### config.mk
export PLATFORM = sky130hd
export DESIGN_NAME = gateway_join_controller_top
export DESIGN_NICKNAME = d
export VERILOG_FILES = /design/src/sv/gjc_pkg.sv /design/src/sv/gjc_ram.sv /design/src/sv/gjc_csr.sv /design/src/sv/gjc_datapath.sv /design/src/sv/gjc_controller.sv /design/src/sv/gateway_join_controller_top.sv
export SDC_FILE = /design/constraint.sdc
export NUM_CORES = 2
export LEC_CHECK = 0
export BUFFER_PORTS_ARGS = -buffer_cell sky130_fd_sc_hd__buf_2
export CAP_MARGIN = 20
export CELL_PAD_IN_SITES_DETAIL_PLACEMENT = 0
export CELL_PAD_IN_SITES_GLOBAL_PLACEMENT = 1
export CORE_UTILIZATION = 35
export CTS_BUF_LIST = sky130_fd_sc_hd__clkbuf_2
export DETAILED_ROUTE_END_ITERATION = 16
export PLACE_DENSITY_LB_ADDON = 0.1
export SYNTH_ARGS = -nofsm -noshare
export SYNTH_HDL_FRONTEND = slang
export SYNTH_SLANG_ARGS = --single-unit
### constraint.sdc
create_clock -name clock -period 3.3 [get_ports clock]
set_clock_uncertainty 0.1 [all_clocks]
set_input_delay 0.33 -clock clock [delete_from_list [all_inputs] [get_ports clock]]
set_output_delay 0.33 -clock clock [all_outputs]
set_load 0.01 [all_outputs]
### src/sv/gjc_pkg.sv
package gjc_pkg;

   // Packet type codes seen on the input, frame type codes sent on the output
   localparam logic [3:0] PT_SCAN = 4'd0;
   localparam logic [3:0] PT_SYNC = 4'd2;
   localparam logic [3:0] PT_ACK = 4'd4;

   localparam logic [3:0] FT_GW_INFO = 4'd1;
   localparam logic [3:0] FT_NID_OFFER = 4'd3;
   localparam logic [3:0] FT_GW_FULL = 4'd5;

   localparam logic OP_PACKET = 1'b0;
   localparam logic OP_TICK = 1'b1;

   // Configuration register map
   localparam int CSR_ADDR_W = 3;
   localparam logic REG_GW_UID = 1'b0;
   localparam logic REG_ACK_TIMEOUT = 1'b1;

   localparam logic [7:0] GW_UID_RESET = 8'd1;
   localparam logic [15:0] ACK_TIMEOUT_RESET = 16'd5000;

   typedef struct packed {
      logic       operation;
      logic [7:0] pkt_src_uid;
      logic [7:0] pkt_src_nid;
      logic [3:0] pkt_type;
   } req_type;

   typedef struct packed {
      logic       frame_valid;
      logic [7:0] radio_address;
      logic [7:0] frame_src_uid;
      logic [7:0] frame_src_nid;
      logic [7:0] frame_dest_uid;
      logic [7:0] frame_dest_nid;
      logic [3:0] frame_type;
      logic       join_done;
      logic       join_failed;
   } rsp_type;

   typedef struct packed {
      logic [7:0]  gw_uid;
      logic [15:0] ack_timeout_ms;
   } cfg_type;

   typedef enum logic [1:0] {
      S_READY,
      S_EXEC,
      S_SCAN
   } state_type;

   typedef enum logic [2:0] {
      OUT_NONE,
      OUT_INFO,
      OUT_FULL,
      OUT_SET_ID,
      OUT_DONE,
      OUT_FAILED
   } out_kind_type;

   typedef struct packed {
      logic         item_load;
      logic         scan_start;
      logic         req_capture;
      logic         elapsed_clear;
      logic         elapsed_inc;
      logic         table_write;
      logic         out_load;
      out_kind_type out_kind;
   } cmd_type;

   typedef struct packed {
      logic       item_op;
      logic [3:0] item_kind;
      logic       scan_hit;
      logic       scan_miss;
      logic       elapsed_lt;
      logic       out_free;
   } status_type;

endpackage

### src/sv/gjc_ram.sv
module gjc_ram #(
   parameter int WIDTH = 8,
   parameter int DEPTH = 128
) (
   input  logic                     clock,
   input  logic                     wr_en,
   input  logic [$clog2(DEPTH)-1:0] wr_addr,
   input  logic [WIDTH-1:0]         wr_data,
   input  logic                     rd_en,
   input  logic [$clog2(DEPTH)-1:0] rd_addr,
   output logic [WIDTH-1:0]         rd_data
);

   logic [WIDTH-1:0] mem_ff [DEPTH];
   logic [WIDTH-1:0] rd_data_ff;

   always_ff @(posedge clock) begin
      if (wr_en) begin
         mem_ff[wr_addr] <= wr_data;
      end
      if (rd_en) begin
         rd_data_ff <= mem_ff[rd_addr];
      end
   end

   assign rd_data = rd_data_ff;

endmodule

### src/sv/gjc_csr.sv
module gjc_csr (
   input  logic                           clock,
   input  logic                           reset,
   input  logic                           psel,
   input  logic                           penable,
   input  logic                           pwrite,
   input  logic [gjc_pkg::CSR_ADDR_W-1:0] paddr,
   input  logic [31:0]                    pwdata,
   output logic [31:0]                    prdata,
   output logic                           pready,
   output gjc_pkg::cfg_type               cfg
);
   import gjc_pkg::*;

   cfg_type cfg_ff;
   logic    reg_sel;
   logic    wr_stb;

   assign reg_sel = paddr[2];
   assign wr_stb = psel && penable && pwrite;
   assign pready = 1'b1;

   always_ff @(posedge clock) begin
      if (reset) begin
         cfg_ff.gw_uid <= GW_UID_RESET;
         cfg_ff.ack_timeout_ms <= ACK_TIMEOUT_RESET;
      end else if (wr_stb) begin
         unique case (reg_sel)
            REG_GW_UID: cfg_ff.gw_uid <= pwdata[7:0];
            REG_ACK_TIMEOUT: cfg_ff.ack_timeout_ms <= pwdata[15:0];
            default: ;
         endcase
      end
   end

   always_comb begin
      unique case (reg_sel)
         REG_GW_UID: prdata = {24'd0, cfg_ff.gw_uid};
         REG_ACK_TIMEOUT: prdata = {16'd0, cfg_ff.ack_timeout_ms};
         default: prdata = 32'd0;
      endcase
   end

   assign cfg = cfg_ff;

endmodule

### src/sv/gjc_datapath.sv
module gjc_datapath #(
   parameter int CLIENT_SLOTS = 128
) (
   input  logic                clock,
   input  logic                reset,
   input  gjc_pkg::req_type    req_data,
   input  gjc_pkg::cfg_type    cfg,
   input  gjc_pkg::cmd_type    cmd,
   output gjc_pkg::status_type status,
   output logic                rsp_valid,
   input  logic                rsp_ready,
   output gjc_pkg::rsp_type    rsp_data
);
   import gjc_pkg::*;

   localparam int IDX_W = $clog2(CLIENT_SLOTS);
   localparam logic [IDX_W-1:0] LAST_IDX = IDX_W'(CLIENT_SLOTS - 1);
   localparam logic [IDX_W-1:0] FIRST_IDX = IDX_W'(1);

   req_type            item_ff;
   logic [7:0]         req_uid_ff;
   logic [7:0]         req_nid_ff;
   logic [IDX_W-1:0]   asg_nid_ff;
   logic [15:0]        elapsed_ff;
   logic [IDX_W-1:0]   iss_idx_ff;
   logic               iss_act_ff;
   logic [IDX_W-1:0]   chk_idx_ff;
   logic               chk_act_ff;
   logic               occ_ff;
   logic [CLIENT_SLOTS-1:0] valid_ff;
   logic               rsp_valid_ff;
   rsp_type            rsp_ff;
   rsp_type            rsp_in;
   logic [7:0]         rd_data;
   logic               slot_free;
   logic               scan_hit;
   logic               scan_miss;
   logic [7:0]         set_uid;
   logic [7:0]         set_nid;
   logic [IDX_W-1:0]   set_dnid;

   gjc_ram #(
      .WIDTH (8),
      .DEPTH (CLIENT_SLOTS)
   ) u_table (
      .clock   (clock),
      .wr_en   (cmd.table_write),
      .wr_addr (asg_nid_ff),
      .wr_data (req_uid_ff),
      .rd_en   (iss_act_ff),
      .rd_addr (iss_idx_ff),
      .rd_data (rd_data)
   );

   // An entry never written since reset reads as free
   assign slot_free = !occ_ff || (rd_data == 8'd0);
   assign scan_hit = chk_act_ff && slot_free;
   assign scan_miss = chk_act_ff && !slot_free && (chk_idx_ff == LAST_IDX);

   always_ff @(posedge clock) begin
      if (cmd.item_load) begin
         item_ff <= req_data;
      end
      if (iss_act_ff) begin
         chk_idx_ff <= iss_idx_ff;
         occ_ff <= valid_ff[iss_idx_ff];
      end
   end

   // Scan: issue one read a cycle, check it the next
   always_ff @(posedge clock) begin
      if (reset) begin
         iss_idx_ff <= FIRST_IDX;
         iss_act_ff <= 1'b0;
         chk_act_ff <= 1'b0;
      end else if (cmd.scan_start) begin
         iss_idx_ff <= FIRST_IDX;
         iss_act_ff <= 1'b1;
         chk_act_ff <= 1'b0;
      end else if (scan_hit) begin
         iss_act_ff <= 1'b0;
         chk_act_ff <= 1'b0;
      end else begin
         chk_act_ff <= iss_act_ff;
         if (iss_act_ff) begin
            if (iss_idx_ff == LAST_IDX) begin
               iss_act_ff <= 1'b0;
            end else begin
               iss_idx_ff <= iss_idx_ff + FIRST_IDX;
            end
         end
      end
   end

   always_ff @(posedge clock) begin
      if (reset) begin
         valid_ff <= '0;
         req_uid_ff <= 8'd0;
         req_nid_ff <= 8'd0;
         asg_nid_ff <= '0;
         elapsed_ff <= 16'd0;
      end else begin
         if (cmd.table_write) begin
            valid_ff[asg_nid_ff] <= 1'b1;
         end
         if (cmd.req_capture) begin
            req_uid_ff <= item_ff.pkt_src_uid;
            req_nid_ff <= item_ff.pkt_src_nid;
            asg_nid_ff <= chk_idx_ff;
         end
         if (cmd.elapsed_clear) begin
            elapsed_ff <= 16'd0;
         end else if (cmd.elapsed_inc) begin
            elapsed_ff <= elapsed_ff + 16'd1;
         end
      end
   end

   // A fresh nid offer uses the requester captured at the same edge
   assign set_uid = cmd.req_capture ? item_ff.pkt_src_uid : req_uid_ff;
   assign set_nid = cmd.req_capture ? item_ff.pkt_src_nid : req_nid_ff;
   assign set_dnid = cmd.req_capture ? chk_idx_ff : asg_nid_ff;

   always_comb begin
      rsp_in = '0;
      unique case (cmd.out_kind)
         OUT_NONE: ;
         OUT_INFO, OUT_FULL: begin
            rsp_in.frame_valid = 1'b1;
            rsp_in.radio_address = item_ff.pkt_src_nid;
            rsp_in.frame_src_uid = cfg.gw_uid;
            rsp_in.frame_dest_uid = item_ff.pkt_src_uid;
            rsp_in.frame_dest_nid = item_ff.pkt_src_nid;
            rsp_in.frame_type = (cmd.out_kind == OUT_INFO) ? FT_GW_INFO : FT_GW_FULL;
         end
         OUT_SET_ID: begin
            rsp_in.frame_valid = 1'b1;
            rsp_in.radio_address = set_nid;
            rsp_in.frame_src_uid = cfg.gw_uid;
            rsp_in.frame_dest_uid = set_uid;
            rsp_in.frame_dest_nid = 8'(set_dnid);
            rsp_in.frame_type = FT_NID_OFFER;
         end
         OUT_DONE: rsp_in.join_done = 1'b1;
         OUT_FAILED: rsp_in.join_failed = 1'b1;
         default: ;
      endcase
   end

   always_ff @(posedge clock) begin
      if (reset) begin
         rsp_valid_ff <= 1'b0;
      end else if (cmd.out_load) begin
         rsp_valid_ff <= 1'b1;
      end else if (rsp_ready) begin
         rsp_valid_ff <= 1'b0;
      end
   end

   always_ff @(posedge clock) begin
      if (cmd.out_load) begin
         rsp_ff <= rsp_in;
      end
   end

   assign rsp_valid = rsp_valid_ff;
   assign rsp_data = rsp_ff;

   assign status.item_op = item_ff.operation;
   assign status.item_kind = item_ff.pkt_type;
   assign status.scan_hit = scan_hit;
   assign status.scan_miss = scan_miss;
   assign status.elapsed_lt = elapsed_ff < cfg.ack_timeout_ms;
   assign status.out_free = !rsp_valid_ff || rsp_ready;

endmodule

### src/sv/gjc_controller.sv
module gjc_controller (
   input  logic                clock,
   input  logic                reset,
   input  logic                req_valid,
   output logic                req_ready,
   input  gjc_pkg::status_type status,
   output gjc_pkg::cmd_type    cmd
);
   import gjc_pkg::*;

   state_type state_ff;
   state_type state_in;
   logic      waiting_ff;
   logic      waiting_in;
   logic      retry_ff;
   logic      retry_in;

   always_ff @(posedge clock) begin
      if (reset) begin
         state_ff <= S_READY;
         waiting_ff <= 1'b0;
         retry_ff <= 1'b0;
      end else begin
         state_ff <= state_in;
         waiting_ff <= waiting_in;
         retry_ff <= retry_in;
      end
   end

   assign req_ready = (state_ff == S_READY);

   always_comb begin
      state_in = state_ff;
      waiting_in = waiting_ff;
      retry_in = retry_ff;
      cmd = '0;
      cmd.out_kind = OUT_NONE;
      unique case (state_ff)
         S_READY: begin
            if (req_valid) begin
               cmd.item_load = 1'b1;
               state_in = S_EXEC;
            end
         end
         S_EXEC: begin
            // hold until the result register can take a word
            if (status.out_free) begin
               state_in = S_READY;
               cmd.out_load = 1'b1;
               if (!waiting_ff) begin
                  if (status.item_op == OP_PACKET && status.item_kind == PT_SCAN) begin
                     cmd.out_kind = OUT_INFO;
                  end else if (status.item_op == OP_PACKET &&
                               status.item_kind == PT_SYNC) begin
                     cmd.out_load = 1'b0;
                     cmd.scan_start = 1'b1;
                     state_in = S_SCAN;
                  end
               end else if (status.item_op == OP_PACKET) begin
                  if (status.item_kind == PT_ACK) begin
                     cmd.table_write = 1'b1;
                     waiting_in = 1'b0;
                     retry_in = 1'b0;
                     cmd.out_kind = OUT_DONE;
                  end
               end else if (status.elapsed_lt) begin
                  cmd.elapsed_inc = 1'b1;
               end else if (!retry_ff) begin
                  retry_in = 1'b1;
                  cmd.elapsed_clear = 1'b1;
                  cmd.out_kind = OUT_SET_ID;
               end else begin
                  retry_in = 1'b0;
                  waiting_in = 1'b0;
                  cmd.elapsed_clear = 1'b1;
                  cmd.out_kind = OUT_FAILED;
               end
            end
         end
         S_SCAN: begin
            if (status.scan_hit) begin
               cmd.req_capture = 1'b1;
               cmd.elapsed_clear = 1'b1;
               cmd.out_load = 1'b1;
               cmd.out_kind = OUT_SET_ID;
               waiting_in = 1'b1;
               retry_in = 1'b0;
               state_in = S_READY;
            end else if (status.scan_miss) begin
               cmd.out_load = 1'b1;
               cmd.out_kind = OUT_FULL;
               state_in = S_READY;
            end
         end
         default: state_in = S_READY;
      endcase
   end

endmodule

### src/sv/gateway_join_controller_top.sv
// Gateway join controller.
// req channel: one word per received packet header or millisecond tick
// (valid/ready). rsp channel: exactly one word per req word, in order, with
// frame fields for GW_INFO, GW_FULL or the nid offer, or the join_done /
// join_failed flags, or all zero when the item causes nothing.
// Config: APB-style port, gateway uid at 0x0, ack_timeout_ms at 0x4; write
// only while idle. pready is tied high, prdata returns the register.
// Flow: a result is loaded from the execute state once the result register
// can take a word, except for SYNC while idle, which scans the client table
// one entry a cycle from entry 1 (registered RAM read plus check) and loads
// the offer on the first free entry or GW_FULL after the last one. One word
// is processed at a time; the next is accepted the cycle after the result is
// loaded.
// Reset: config returns to its defaults, the block goes idle and every
// client entry reads as free (one valid bit per entry, no clearing pass).
// Stall: the result register holds its word while rsp_ready is low; a new
// req word may be taken meanwhile, and its result waits behind the held one.
module gateway_join_controller_top #(
   parameter int CLIENT_SLOTS = 128
) (
   input  logic                           clock,
   input  logic                           reset,
   input  logic                           req_valid,
   output logic                           req_ready,
   input  gjc_pkg::req_type               req_data,
   output logic                           rsp_valid,
   input  logic                           rsp_ready,
   output gjc_pkg::rsp_type               rsp_data,
   input  logic                           psel,
   input  logic                           penable,
   input  logic                           pwrite,
   input  logic [gjc_pkg::CSR_ADDR_W-1:0] paddr,
   input  logic [31:0]                    pwdata,
   output logic [31:0]                    prdata,
   output logic                           pready
);
   import gjc_pkg::*;

   cfg_type    cfg;
   cmd_type    cmd;
   status_type status;

   // Configuration registers
   gjc_csr u_csr (
      .clock   (clock),
      .reset   (reset),
      .psel    (psel),
      .penable (penable),
      .pwrite  (pwrite),
      .paddr   (paddr),
      .pwdata  (pwdata),
      .prdata  (prdata),
      .pready  (pready),
      .cfg     (cfg)
   );

   // Sequencer: join mode, retry flag, item flow
   gjc_controller u_ctrl (
      .clock     (clock),
      .reset     (reset),
      .req_valid (req_valid),
      .req_ready (req_ready),
      .status    (status),
      .cmd       (cmd)
   );

   // Item register, table scan, timeout counter and result register
   gjc_datapath #(
      .CLIENT_SLOTS (CLIENT_SLOTS)
   ) u_dp (
      .clock     (clock),
      .reset     (reset),
      .req_data  (req_data),
      .cfg       (cfg),
      .cmd       (cmd),
      .status    (status),
      .rsp_valid (rsp_valid),
      .rsp_ready (rsp_ready),
      .rsp_data  (rsp_data)
   );

endmodule

# After elaboration in Yosys (flattened, before gate mapping)
# Memories as Yosys holds them, arrays and structs flattened. A register that Yosys moved wholly into a read port is not among the register bits.
# Cells that the tools add are included.
# classes
bitwise	5
n_lt_le_gt_ge	4
n_eq_ne	18
reduce_logical	28
n_addsub	2
mux	74
# ops
cell	n
OR 128 bit	1
case mux 32 bit (2 select lines)	1
2-to-1 mux 1 bit	41
case mux 20 bit (2 select lines)	1
case mux 17 bit (2 select lines)	1
2-to-1 mux 3 bit	7
2-to-1 mux 2 bit	10
adder 16 x 1 -> 16 bit, second input constant	1
less-than comparator 16 bit	1
less-than comparator 7 x 8 -> 1 bit, second input constant	2
2-to-1 mux 8 bit	2
== test 7 bit, second input constant	2
2-to-1 mux 7 bit	2
AND reduction 3 bit	3
logical AND 1 bit	8
zero test 8 bit	1
2-to-1 mux 4 bit	2
case mux 4 bit (2 select lines)	1
adder 7 x 1 -> 7 bit, second input constant	1
binary-select mux 1 bit (select 7 bit)	1
demux 1 bit (select 7 bit)	1
greater-or-equal comparator 7 x 1 -> 1 bit, second input constant	1
== test 3 x 2 -> 1 bit, second input constant	2
== test 3 bit, second input constant	2
other kinds (21)	36
# word_totals
input_bits	63
output_inout_bits	82
mem_count	1
mem_bits_rw	1024
wordCells	160
ff_bits	273
# memory_table
name	words	width	rd	rd_ports_with_merged_regs	write_ports	line_no	text
u_dp.u_table.mem_ff	128	8	1	1	1	gjc_ram.sv:14	logic [WIDTH-1:0] mem_ff [DEPTH];

# Longest topological paths before layout
# depth
depth_word	11
mapped_depth	10
depth_no_buf	9

# By module
# From an unflattened synthesis, not the netlist that was laid out.
# hier_totals
cells_unflattened	2779
area_unflattened_um2	51346.7
# by_module_without_submodules
module	seq_area_each_um2	area_per_inst_um2	instances	cells_per_inst
gjc_ram	30989.7	39745.6	1	1635
gjc_datapath	5525.3	9844.4	1	948
gjc_csr	480.5	1342.5	1	138
gjc_controller	80.1	414.1	1	58

# Worst setup path after synthesis
# OpenSTA, ideal clock, no wires.
# synth_path
path_type	reg-to-reg
start	reg u_dp.u_table.rd_data_ff[5] (netlist: u_dp.u_table.rd_data[5]), read port of u_dp.u_table.mem_ff
end	reg u_dp.rsp_ff, in the netlist u_dp.rsp_data[0] (enable)
path_buffers	0
stages_incl_launch_ff	6
synth_period_minus_slack_ns	2.782
slack_ns	0.518
arrival_time_ns	2.285
t_required_ns	2.803
setup_ns	0.397
cell_sequence	edfxtp_1 -> or4_1 -> o21ai_1 -> a21oi_1 -> nor2_1 -> o21a_1
# synth_rtl
item	line_no	text
start, declared	gjc_ram.sv:15	logic [WIDTH-1:0] rd_data_ff;
end signal, assigned	gjc_datapath.sv:162	rsp_ff <= rsp_in;
end, declared	gjc_datapath.sv:32	rsp_type rsp_ff;

# Worst setup path in the final report
# layout_path
start	in penable
end	reg u_csr.cfg_ff, in the netlist u_csr.cfg[22]
# layout_between
elab_chain_cells	3
# layout_rtl
item	line_no	text
start, declared	gateway_join_controller_top.sv:30	input logic penable,
logical AND 1 bit (2 in a row)	gjc_csr.sv:20	assign wr_stb = psel && penable && pwrite;
AND reduction 2 bit (no source line)	--	
end, declared	gjc_csr.sv:15	cfg_type cfg_ff;
# Every way passes these cells.
# A chain may end at the register's enable or synchronous reset.

==> metrics <==
# DRC 0; max cap viols 0; failing checks setup timing; CTS Buf Count 360; met2 GRT Util between 30 and 40%; final setup fails 1; Vias 28400; WP buf/inv 7; vias per inst 5.03; global-route wire length before repair between 150000 and 200000 um; Max Fclk around 0.30 GHz; CP top delay family buffers and inverters; fin area 60200 um2; Worst IR Drop VDD 0.000263 V; Core Rows 139; Slowest Stage Delay on Critical Path around 800 ps; TritonCTS clock tree yes; final core occ 41.7%; antenna-violating nets left 0; top-count cell post-synth edfxtp_1; DIE WIDTH 384 um; Iter 0 DRT Violations 1714; Routed WL 136000 um; hpwl dp roughly 83000 um; area fraction of the dominant cell type after synthesis 64.5%; number of global-route vias before repair 30300; Ports 145; r2r startpoint u_dp.iss_idx_ff[0]; Max transition margin 27.6%; Setup crit end kind flop; ys async rst share 0%; GR peak layer met2; P per Cell Area a little under 500 nW/um2; sequential share of the synthesized area between 70 and 80%; Clock Pin Slew Worst Setup and Hold Paths ~90 ps; Post-synth EDFFs 1098; core area ~140000 um2; Area contributors post-synth edfxtp_1 64%, mux4_2 16%, dfxtp_1 8.0%; final worst slack -16.1 ps; cell taking the most area after synthesis edfxtp_1; largest net degree at the start of global routing 104; min Tclk post-route 3320 ps; M3 GR Usage 3.86%; outcome complete, but fails checks; Critical Path RT around 4700 ps; Main synth FF type edfxtp_1; grt ovf 0; Post-synth top cells 1098 x edfxtp_1, 360 x mux4_2, 335 x nor2_1, 205 x dfxtp_1, 175 x a21oi_1; critical path peak fanout 6; Routability Congestion 0.784; IO buf count 100; Hold Path Origin u_dp.req_nid_ff[5]; Starting Density 35.4%; area growth from synthesis to layout 17.7%; clk_lat worst skew about 1700 ps; Clock Sinks 1303; Synth cell types 70; LEAKAGE 20.7 nW; Die Area 148000 um2; Max Transition Viols Final 0; crit path kind input pin to flop; final hold vios 0; RSZ-0062 raised after global routing yes; worst slew pin tran around 1100 ps; Final #Nets between 3000 and 4000; setup TNS -16.1 ps; synthesized area approximately 51000 um2; cell count after synthesis about 2800; crit-path most repeated cell dlygate4sd3_1; Routed WL per cell 24.1 um; drt pass-1 iters 5; DP Worst Slack 236 ps; Syn Area/Cell about 18 um2; HP Class flop to flop; Worst path slowest cell dlygate4sd3_1; Total GRT Usage 18.6%; Warnings, synthesis 0; met1 Resource Use GR 23.6%; Die Height 384 um; crit share post-route 100%; flop and latch count out of synthesis 1303; Placement Cell Area 55500 um2; critical path cell sequence dlygate4sd3_1 -> buf_2 -> dlygate4sd3_1 -> nand3_1 -> dlygate4sd3_1 -> nor2_1 -> dlygate4sd3_1 -> nand2_1 -> dlygate4sd3_1 -> a21oi_1 -> dlygate4sd3_1; CTS max path bufs 4; H-tree level count 5; Critical Path AT 4750 ps; CTS Root Cell clkbuf_2; crit path from penable; crit path launch type input pin; fin cells 5648; share of cells above drive strength 1 34.6%; initial antenna violation count 3; dpl cells 4877
[cells in the final DEF (no fill, tap or decap), drive strengths merged, types with 3 or more instances in the layout]
| cell | n |
|---|---|
| edfxtp | 1098 |
| clkbuf | 502 |
| mux4 | 360 |
| buf | 356 |
| nor2 | 338 |
| dfxtp | 205 |
| a21oi | 175 |
| dlygate4sd3 | 157 |
| nand2 | 122 |
| clkinv | 94 |
| mux2i | 45 |
| inv | 31 |
| conb | 26 |
| nand3 | 20 |
| ha | 20 |
| xnor2 | 17 |
| a32o | 16 |
| and2 | 15 |
| nor3 | 14 |
| a22o | 9 |
| a221oi | 9 |
| diode | 8 |
| mux2 | 8 |
| nand4 | 8 |
| nand2b | 8 |
| o22ai | 7 |
| o21ai | 7 |
| nor2b | 6 |
| and3 | 6 |
| a211o | 5 |
| or3 | 4 |
| or2 | 4 |
| nand3b | 4 |
| xor2 | 4 |
| or4 | 3 |
| a21boi | 3 |
| nor4 | 3 |
| nor3b | 3 |
[tightest hold or removal path, delay by kind of cell, from the launching register on]
kind             cells  cell delay, ps
flip-flops           1             320
AO/OA/AOI/OAI        1              50
AND/OR/NAND/NOR      1              50
[report_power, final]
group	internal, mW	switching (mW)	total, mW
Clock	4.22	6.66	10.9
Combinational	0.289	0.306	0.595
Sequential	17.6	0.0253	17.6
Total	22.1	6.99	29.1
[per-layer routing]
layer	up-vias	routed length, um
met5	-	0
met4	0	3350
met3	246	6620
met2	842	68400
met1	14700	57900
li1	12600	-
[through the flow]
step                      hold WS [ps]  power, mW
after floorplan                    306       18.3
after global placement             341       18.5
after detailed placement           347       18.5
after CTS                          142       29.7
after global routing               262       30.5
final                              361       29.1
[flip-flops by register name, summed over array words and instances, names as in the netlist, 8 cells and up]
name / cells
u_dp.u_table.mem_ff: 1024
u_dp.valid_ff: 128
u_dp.rsp_data: 37
u_csr.cfg: 24
u_dp.elapsed_ff: 16
u_dp.item_ff: 16
u_dp.req_nid_ff: 8
u_dp.req_uid_ff: 8
u_dp.u_table.rd_data: 8
[worst paths after layout]
check | to | slack [ps] | cells past startpoint
min | u_dp.req_nid_ff[5] | 360 | 2
min reg2reg | u_dp.req_nid_ff[5] | 360 | 2
max | u_csr.cfg[22] | -20 | 11
max reg2reg | u_dp.u_table.rd_data[2] | 170 | 7
[kinds of logic after synthesis]
group,synth area share (%)
flops,72.5
simple gates,4.73
fa+ha+maj,0.489
xor+xnor,0.374
mux,16.9
buf+inv,1.90
compound gates,3.07
other cells,0.0147
[final cells by class]
type / instances / area (um2)
Antenna cell: 8 / 20.0
Clock buffer: 502 / 2510
Clock inverter: 102 / 455
Fill cell: 13200 / 84200
Inverter: 25 / 93.8
Multi-Input combinational cell: 1292 / 13200
Sequential cell: 1303 / 37100
Tap cell: 1903 / 2380
Timing Repair Buffer: 513 / 4380
[what timing repair did]
action                                  4_1_cts  5_1_grt
hold endpoints to repair                    445        0
hold buffers                                159        0
endpoints found under the setup margin        0        5
gates resized for setup                       0        2
setup buffers                                 0        0
Power figures use the tool's default switching activity.
